==> config.mk <==
export PLATFORM = sky130hd
export DESIGN_NAME = redundant_load_store_eliminator_core
export DESIGN_NICKNAME = d
export VERILOG_FILES = /design/src/rtl/rlse_pkg.sv /design/src/rtl/rlse_table.sv /design/src/rtl/redundant_load_store_eliminator_core.sv
export VERILOG_INCLUDE_DIRS = /design/src /design/src/rtl
export SDC_FILE = /design/constraint.sdc
export NUM_CORES = 2
export LEC_CHECK = 0
export ABC_CLOCK_PERIOD_IN_PS = 11730
export BUFFER_PORTS_ARGS = -buffer_cell sky130_fd_sc_hd__buf_2
export CAP_MARGIN = 10
export CORE_UTILIZATION = 56
export CTS_CLUSTER_SIZE = 12
export DETAILED_ROUTE_END_ITERATION = 6
export GPL_ROUTABILITY_DRIVEN = 0
export GPL_TIMING_DRIVEN = 1
export PLACE_DENSITY = 0.73
export SLEW_MARGIN = 25
export SYNTH_ARGS = -nofsm -noshare
export SYNTH_HDL_FRONTEND = slang
export SYNTH_SLANG_ARGS = --single-unit
==> constraint.sdc <==
create_clock -name clk -period 11.73 [get_ports clk]
set_clock_uncertainty 0.15 [all_clocks]
set_input_delay 1.173 -clock clk [delete_from_list [all_inputs] [get_ports clk]]
set_output_delay 1.173 -clock clk [all_outputs]
set_load 0.005 [all_outputs]
==> src/rtl/redundant_load_store_eliminator_core_macros.svh <==
// Assertion macros for the redundant load/store eliminator.
// Each macro samples on clk and is disabled while rst_n is low.
`ifndef REDUNDANT_LOAD_STORE_ELIMINATOR_CORE_MACROS_SVH
`define REDUNDANT_LOAD_STORE_ELIMINATOR_CORE_MACROS_SVH

// Same-cycle implication: when ante holds, cons holds in that cycle.
`define RLSE_ASSERT_IMPL(label, ante, cons, msg) \
  label: assert property (@(posedge clk) disable iff (!rst_n) (ante) |-> (cons)) \
    else $error(msg);

// Next-cycle implication: when ante holds, cons holds in the next cycle.
`define RLSE_ASSERT_NEXT(label, ante, cons, msg) \
  label: assert property (@(posedge clk) disable iff (!rst_n) (ante) |=> (cons)) \
    else $error(msg);

`endif

==> src/rtl/rlse_pkg.sv <==
// Shared types and codes for the redundant load/store eliminator.
// No dependencies; imported by rlse_table and the top level.
package rlse_pkg;

  localparam int FIELD_W = 32;

  typedef enum logic [1:0] {
    CMD_OTHER = 2'd0,
    CMD_LOAD  = 2'd1,
    CMD_STORE = 2'd2,
    CMD_CLEAR = 2'd3
  } cmd_t;

  typedef enum logic [1:0] {
    ACT_KEEP    = 2'd0,
    ACT_FORWARD = 2'd1,
    ACT_DROP    = 2'd2
  } action_t;

  // One memory operation as it enters the table stage
  typedef struct packed {
    cmd_t               cmd;
    logic [FIELD_W-1:0] address_tag;
    logic [FIELD_W-1:0] value_tag;
    logic [FIELD_W-1:0] op_id;
    logic               skip;
  } item_t;

  // One result beat
  typedef struct packed {
    action_t            action;
    logic [FIELD_W-1:0] forward_tag;
    logic               kill_valid;
    logic [FIELD_W-1:0] kill_id;
    logic               no_room;
  } result_t;

endpackage

==> src/rtl/rlse_table.sv <==
// Associative address table: parallel tag lookup, decision and update.
// Depends on rlse_pkg for item_t, result_t and the command/action codes.
module rlse_table import rlse_pkg::*; #(
  parameter int TABLE_ENTRIES = 16,
  parameter int TAG_BITS      = 32
) (
  input  logic    clk,
  input  logic    rst_n,
  input  logic    fire,
  input  item_t   item,
  output result_t res
);

  // Tags are kept on their low TAG_BITS bits; ports carry at most FIELD_W bits
  localparam int SW = (TAG_BITS < FIELD_W) ? TAG_BITS : FIELD_W;

  logic [TABLE_ENTRIES-1:0] valid_r, valid_nxt;
  logic [TABLE_ENTRIES-1:0] has_store_r, has_store_nxt;
  logic [SW-1:0]            addr_r  [TABLE_ENTRIES];
  logic [SW-1:0]            value_r [TABLE_ENTRIES];
  logic [SW-1:0]            sid_r   [TABLE_ENTRIES];

  logic [SW-1:0]            addr_m, val_m, id_m;
  logic [TABLE_ENTRIES-1:0] hit_vec, free_vec, alloc_oh, alloc_we, update_we;
  logic                     hit, full;
  logic [SW-1:0]            hit_value, hit_sid;
  logic                     hit_has_store;
  logic                     is_access, is_store, same_value;

  assign addr_m = item.address_tag[SW-1:0];
  assign val_m  = item.value_tag[SW-1:0];
  assign id_m   = item.op_id[SW-1:0];

  // Compare every entry in parallel and fold the single hit onto one word
  always_comb begin
    hit_value     = '0;
    hit_sid       = '0;
    hit_has_store = 1'b0;
    for (int i = 0; i < TABLE_ENTRIES; i++) begin
      hit_vec[i]    = valid_r[i] && (addr_r[i] == addr_m);
      hit_value     = hit_value | (value_r[i] & {SW{hit_vec[i]}});
      hit_sid       = hit_sid | (sid_r[i] & {SW{hit_vec[i]}});
      hit_has_store = hit_has_store | (has_store_r[i] & hit_vec[i]);
    end
  end

  assign hit        = |hit_vec;
  assign same_value = (hit_value == val_m);

  // Lowest free entry as a one-hot vector
  assign free_vec = ~valid_r;
  assign alloc_oh = free_vec & (~free_vec + TABLE_ENTRIES'(1));
  assign full     = ~|free_vec;

  assign is_access = (item.cmd inside {CMD_LOAD, CMD_STORE}) && !item.skip;
  assign is_store  = (item.cmd == CMD_STORE) && !item.skip;

  // Build the result beat
  always_comb begin
    res = '0;
    res.action = ACT_KEEP;
    if (is_access) begin
      if (!hit) begin
        res.no_room = full;
      end else if (item.cmd == CMD_LOAD) begin
        res.action      = ACT_FORWARD;
        res.forward_tag = FIELD_W'(hit_value);
      end else if (same_value) begin
        res.action = ACT_DROP;
      end else begin
        res.kill_valid = hit_has_store;
        res.kill_id    = hit_has_store ? FIELD_W'(hit_sid) : '0;
      end
    end
  end

  // Write enables: allocate on a miss with room, update on a store hit with a new value
  assign alloc_we  = (fire && is_access && !hit) ? alloc_oh : '0;
  assign update_we = (fire && is_store && hit && !same_value) ? hit_vec : '0;

  always_comb begin
    valid_nxt     = valid_r | alloc_we;
    has_store_nxt = has_store_r | update_we;
    for (int i = 0; i < TABLE_ENTRIES; i++) begin
      if (alloc_we[i]) begin
        has_store_nxt[i] = is_store;
      end
    end
    if (fire && item.cmd == CMD_CLEAR) begin
      valid_nxt     = '0;
      has_store_nxt = '0;
    end
  end

  // Hold the entry flags; clear on reset
  always_ff @(posedge clk) begin
    if (!rst_n) begin
      valid_r     <= '0;
      has_store_r <= '0;
    end else begin
      valid_r     <= valid_nxt;
      has_store_r <= has_store_nxt;
    end
  end

  // Entry payload: address on allocation, value and store id on any write
  always_ff @(posedge clk) begin
    for (int i = 0; i < TABLE_ENTRIES; i++) begin
      if (alloc_we[i]) begin
        addr_r[i] <= addr_m;
      end
      if (alloc_we[i] || update_we[i]) begin
        value_r[i] <= val_m;
        sid_r[i]   <= id_m;
      end
    end
  end

endmodule

==> src/rtl/redundant_load_store_eliminator_core.sv <==
// Redundant load/store eliminator, top level.
// Pipeline: input register, then result register, from input beat to result beat.
// Throughput: one beat per cycle unless out_ready stalls; the table lookup and update happen
// in the cycle an item moves from the input register to the result register.
// Reset (rst_n low, synchronous) empties the table and both registers at once.
`include "redundant_load_store_eliminator_core_macros.svh"
module redundant_load_store_eliminator_core import rlse_pkg::*; #(
  parameter int TABLE_ENTRIES = 16,
  parameter int TAG_BITS      = 32
) (
  input  logic               clk,
  input  logic               rst_n,
  input  logic               in_valid,
  output logic               in_ready,
  input  logic [1:0]         in_command,
  input  logic [FIELD_W-1:0] in_address_tag,
  input  logic [FIELD_W-1:0] in_value_tag,
  input  logic [FIELD_W-1:0] in_op_id,
  input  logic               in_skip,
  output logic               out_valid,
  input  logic               out_ready,
  output logic [1:0]         out_action,
  output logic [FIELD_W-1:0] out_forward_tag,
  output logic               out_kill_valid,
  output logic [FIELD_W-1:0] out_kill_id,
  output logic               out_no_room
);

  logic    s1_valid_r, s1_valid_nxt;
  item_t   s1_item_r;
  logic    out_valid_r, out_valid_nxt;
  result_t out_res_r;
  result_t tbl_res;
  logic    in_fire, advance;

  // Move the held item on when the result register is free or draining
  assign advance  = s1_valid_r && (!out_valid_r || out_ready);
  assign in_ready = !s1_valid_r || advance;
  assign in_fire  = in_valid && in_ready;

  assign s1_valid_nxt  = in_fire ? 1'b1 : (advance ? 1'b0 : s1_valid_r);
  assign out_valid_nxt = advance ? 1'b1 : (out_ready ? 1'b0 : out_valid_r);

  always_ff @(posedge clk) begin
    if (!rst_n) begin
      s1_valid_r  <= 1'b0;
      out_valid_r <= 1'b0;
    end else begin
      s1_valid_r  <= s1_valid_nxt;
      out_valid_r <= out_valid_nxt;
    end
  end

  // Capture the input beat and the result beat
  always_ff @(posedge clk) begin
    if (in_fire) begin
      s1_item_r.cmd         <= cmd_t'(in_command);
      s1_item_r.address_tag <= in_address_tag;
      s1_item_r.value_tag   <= in_value_tag;
      s1_item_r.op_id       <= in_op_id;
      s1_item_r.skip        <= in_skip;
    end
    if (advance) begin
      out_res_r <= tbl_res;
    end
  end

  rlse_table #(
    .TABLE_ENTRIES (TABLE_ENTRIES),
    .TAG_BITS      (TAG_BITS)
  ) u_table (
    .clk   (clk),
    .rst_n (rst_n),
    .fire  (advance),
    .item  (s1_item_r),
    .res   (tbl_res)
  );

  assign out_valid       = out_valid_r;
  assign out_action      = out_res_r.action;
  assign out_forward_tag = out_res_r.forward_tag;
  assign out_kill_valid  = out_res_r.kill_valid;
  assign out_kill_id     = out_res_r.kill_id;
  assign out_no_room     = out_res_r.no_room;

  // Checks on the pipeline and result encoding
  `RLSE_ASSERT_NEXT(a_accept_lands, in_fire, s1_valid_r, "accepted beat not held")
  `RLSE_ASSERT_NEXT(a_stall_holds, s1_valid_r && out_valid_r && !out_ready, s1_valid_r && $stable(s1_item_r), "held item lost under stall")
  `RLSE_ASSERT_IMPL(a_fwd_only, out_valid && out_action != ACT_FORWARD, out_forward_tag == '0, "forward tag without forward")
  `RLSE_ASSERT_IMPL(a_kill_keep, out_valid && out_kill_valid, out_action == ACT_KEEP && !out_no_room, "kill on non-keep beat")

endmodule
Yosys cells after proc, flatten, opt, wreduce, memory -nomap -nowiden
Memory sizes are Yosys's and may differ from the RTL's.
Index checks and enable logic that the tools add are counted.

word-level totals
  word-level logic and storage cells = 351
  memories kept = 3
  RAM bits = 1536
  register bits after elaboration = 201
  output and inout port bits = 70

operators by class
  muxes and demuxes = 133
  bitwise gates (word level) = 102
  equal/unequal tests = 20
  reductions and logical operators = 77
  $add $sub $neg = 1

memories
  memory           depth  bits a word  rd ports  clocked after memory_dff  write ports  RTL line          RTL
  u_table.addr_r   16     32           16        0                         1            rlse_table.sv:19  logic [SW-1:0] addr_r [TABLE_ENTRIES];
  u_table.sid_r    16     32           16        0                         16           rlse_table.sv:21  logic [SW-1:0] sid_r [TABLE_ENTRIES];
  u_table.value_r  16     32           16        0                         16           rlse_table.sv:20  logic [SW-1:0] value_r [TABLE_ENTRIES];

operators with widths
  kind                   count
  $and 32x32->32         32
  $or 32x32->32          30
  $eq 32x32->1           17
  $mux 32                15
  $reduce_or 32->1       15
  $mux 1                 100
  $mux 4                 15
  $mux 16                2
  $not 16->16            2
  $or 16x16->16          2
  $reduce_or 16->1       2
  $logic_and 1x1->1      26
  $logic_or 1x1->1       18
  $reduce_or 17->1       1
  $add 16x1->16 const B  1
  $and 1x1->1            16
  $and 16x16->16         1
  $or 1x1->1             15
  $logic_not 1->1        6
  $reduce_bool 2->1      3
  $reduce_or 5->1        1
  $eq 2x2->1 const B     2
  $not 1->1              4
  $reduce_or 4->1        1
  other kinds (6)        6

Longest topological paths before layout
An unclocked memory read counts as a cell.

  depth in word-level cells = 26
  mapped depth = 19
  gate-level depth less buffers = 12

Modules after synthesis
A second synthesis with hierarchy kept.

unflattened totals
  cells, all modules = 5251
  area, all modules = 74791.7 um2

modules (own cells, without submodules)
  module                                area an instance (um2)  cells an instance  sequential area each (um2)  instances
  rlse_table                            69673.1                 5075               46764.9                     1
  redundant_load_store_eliminator_core  5118.7                  176                5054.8                      1

Least setup slack after synthesis
No wires, ideal clock.

  path type = input to register
  start point = in out_ready
  end point = mem u_table.sid_r[1][100] (netlist bit), enable pin
  path slack = 583 ps
  required time = 11153 ps
  stages on the path = 5
  buffers on the path = 0
  arrival time = 10569 ps
  cell sequence = nor2b_1 -> nor2b_1 -> nand2_1 -> nor4b_1 -> a31o_1

RTL lines
  what         RTL line                                    RTL
  from (decl)  redundant_load_store_eliminator_core.sv:21  input logic out_ready,
  to (decl)    rlse_table.sv:21

==> results.tsv <==
stage	metric	value	unit
synth	syn_area	0.0694	sq mm
floorplanning	rows	128	
clock_network	cts-resized-gates	0	
detailed_routing	routedWlPerCell	33.5	um
setup_path	cp.required	12.03	ns
layout	layout.nets	4672	
run	maxCapViolCount	0	
clock_network	clockBufferDepth	3	
global_route	grt_overflow_total	0	
floorplanning	die_h	354	um
sta	tightest_slew	1.11	ns
sta	rsz0062_at_grt	no	
synth	ys_ff_latch	1737	
sta	setup_slack	4.27	ns
sta	fmax	134	MHz
floorplanning	dieWidth	354	um
clock_network	cts_sinks	1737	
setup_path	critical_path.top_delay_family	simple AND/OR/NAND/NOR gates	
setup_path	cp_max_fo	36	
hold_path	hold_path_class	in -> reg	
synth	async_flop_share	0	%
clock_network	clk_latency	0.85	ns
clock_network	path_clk_slew	0.06	ns
setup_path	worstPathArrival	7.76	ns
synth	postSynthCellCount	4343	
floorplanning	die_area	0.125	sq mm
setup_path	end_kind	flop	
floorplanning	initial_core_util	56.7	%
synth	ys_types	80	
clock_network	cts_tree	done	
setup_path	start_kind	flop	
clock_network	root_buffer	clkbuf_16	
detailed_routing	drtIter0Drc	7698	
global_route	grt_max_degree	54	
clock_network	ctsHoldBuffers	0	
layout	drive_above_1_share	13.9	%
sta	hold_violations	0	
layout	final_core_util	63.5	%
setup_path	critical_path_class	reg -> reg	
synth	ys.flop_type	edfxtp_1	
run_status	violations	design-rule violations	
detailed_routing	vias	44500	
setup_path	slowest_delay	0.94	ns
synth	synth_edf_count	1703	
placement	pre_cts_slack	4.57	ns
clock_network	numCtsBuffers	175	
placement	dpl.hpwl	115000	um
global_route	grt_pass1_wl	300000	um
detailed_routing	wl	212000	um
sta	setup_tns	0	ns
detailed_routing	ant_nets	0	
setup_path	path_buf_inv	5	
run_status	status	finished with violations	
sta	finalSetupViolCount	0	
setup_path	worst_path_most_repeated_cell	buf_4	
detailed_routing	first_pass_iters	7	
power_and_ir_drop	ir_drop	0.000195	V
synth	syn_avg_cell_area	16.0	sq um
sta	finalCriticalPeriod	7.46	ns
clock_network	h-tree-depth	4	
layout	fillCellCount	8557	
power_and_ir_drop	leakage	23.6	nW
global_route	grt_antenna_before_repair	6	
synth	synth_fp_nets	4449	
detailed_routing	vias_per_cell	7.05	
placement	place_inst	6014	
synth	ys_seq_area_share	74.7	%
global_route	grt_use_total	33.5	%
synth	yosysWarnings	0	
detailed_routing	drc	7	
sta	slew-limit-headroom	25.4	%
placement	io_buffers	172	
floorplanning	ios	173	
setup_path	cpMaxStageDelayCell	nor2_4	
sta	timing.final.crit_share	63.6	%
power_and_ir_drop	power_density	160	mW/mm^2
layout	area_growth	12.0	%
layout	layout.cells.non_filler	6310	
global_route	first_global_vias	42700	
floorplanning	core	0.122	sq mm
sta	slew_viol_final	0	
setup_path	path_cells	buf_4 > inv_1 > o221ai_1 > nor4_4 > buf_4 > nand2_2 > nor2_4 > buf_4 > nor4_1 > nand4_1 > nor3_2 > nand3_1 > nor2_4 > or2_4 > buf_4	
clock_network	post_cts_buffers	0	
## state kept, by name, indices dropped and copies added, names as in the netlist
register / count
out_forward_tag: 32
out_action: 2
out_kill_id: 32
out_kill_valid: 1
out_valid: 1
u_table.valid_r: 16
s1_item_r: 99
out_no_room: 1
u_table.addr_r: 512
u_table.has_store_r: 16
u_table.value_r: 512
u_table.sid_r: 512
s1_valid_r: 1
## cell families after synthesis
family	share of synthesized area, %
compound gates	7.69
xor+xnor	5.48
flops	74.7
buf+inv	2.44
simple gates	9.64
fa+ha+maj	0.0541
## Yosys cell counts (all sizes together), types with 88 or more instances
master	number	share of area [%]
buf	151	1.4
nand4	294	2.7
edfxtp	1703	74
nand2	226	1.2
clkbuf	120	0.65
a22o	143	1.8
a221oi	132	1.7
xnor2	387	4.9
nor2	88	0.48
o2111ai	89	1.1
and2	140	1.3
nand3	134	0.97
## worst paths after layout
check / start / end / slack [ns] / cells past startpoint
setup reg to reg: s1_item_r[67]$_DFFE_PP_ / u_table.value_r[0][219]$_DFFE_PP_ / 4.27 / 15
hold reg to reg: u_table.has_store_r[6]$_SDFF_PP0_ / u_table.has_store_r[6]$_SDFF_PP0_ / 0.37 / 1
setup / recovery: s1_item_r[67]$_DFFE_PP_ / u_table.value_r[0][219]$_DFFE_PP_ / 4.27 / 15
hold / removal: in_op_id[23] / s1_item_r[24]$_DFFE_PP_ / 0.35 / 1
## stage by stage
step           instance area (sq um)  total power, mW  hold WS (ns)
6_report                       77700             12.5         0.352
5_1_grt                        77700             12.7         0.335
4_1_cts                        77700             12.5         0.311
3_5_place_dp                   72500             7.40         0.366
3_3_place_gp                   72500             7.39         0.348
2_1_floorplan                  69400             7.23         0.314
## routing by layer
layer	part of all wire, %	wire length (um)	GRT usage, %
met5	0.012	25	0
met4	5.6	11900	15.9
met3	14	30500	9.27
met2	44	93300	50.0
met1	36	75900	45.7
## cells in the final DEF, fill, tap and decap left out, types with 25 or more instances in the layout
cell type,count
edfxtp_1,1703
xnor2_1,387
nand4_1,294
nand2_1,220
clkbuf_16,175
buf_2,172
buf_4,144
a22o_1,143
a221oi_1,132
nand3_1,131
and2_1,127
o2111ai_1,87
o22ai_1,81
inv_1,75
nor2_1,72
nand2b_1,64
clkbuf_1,57
xor2_1,47
nor4_1,35
dfxtp_1,34
nor3_1,32
a41oi_1,32
clkinv_1,29
a21oi_1,25
o32ai_1,25
## power breakdown
| group | switching, mW | internal [mW] | total [mW] |
|---|---|---|---|
| combinational | 0.240 | 0.106 | 0.345 |
| clock | 2.35 | 2.83 | 5.18 |
| sequential | 0.0719 | 6.86 | 6.93 |
| total | 2.66 | 9.80 | 12.5 |
## final cells by class
| class | instances | area [sq um] | share of cell area [%] |
|---|---|---|---|
| inverter | 81 | 304 | 0.391 |
| multi-input combinational | 2254 | 16400 | 21.1 |
| sequential | 1737 | 51800 | 66.7 |
| clock buffer | 236 | 4650 | 5.98 |
| antenna | 5 | 12.5 | 0.0161 |
| timing repair buffer | 317 | 1960 | 2.52 |
| tap | 1625 | 2030 | 2.62 |
| clock inverter | 55 | 548 | 0.705 |
No activity file was read; power rests on OpenSTA's default activity.
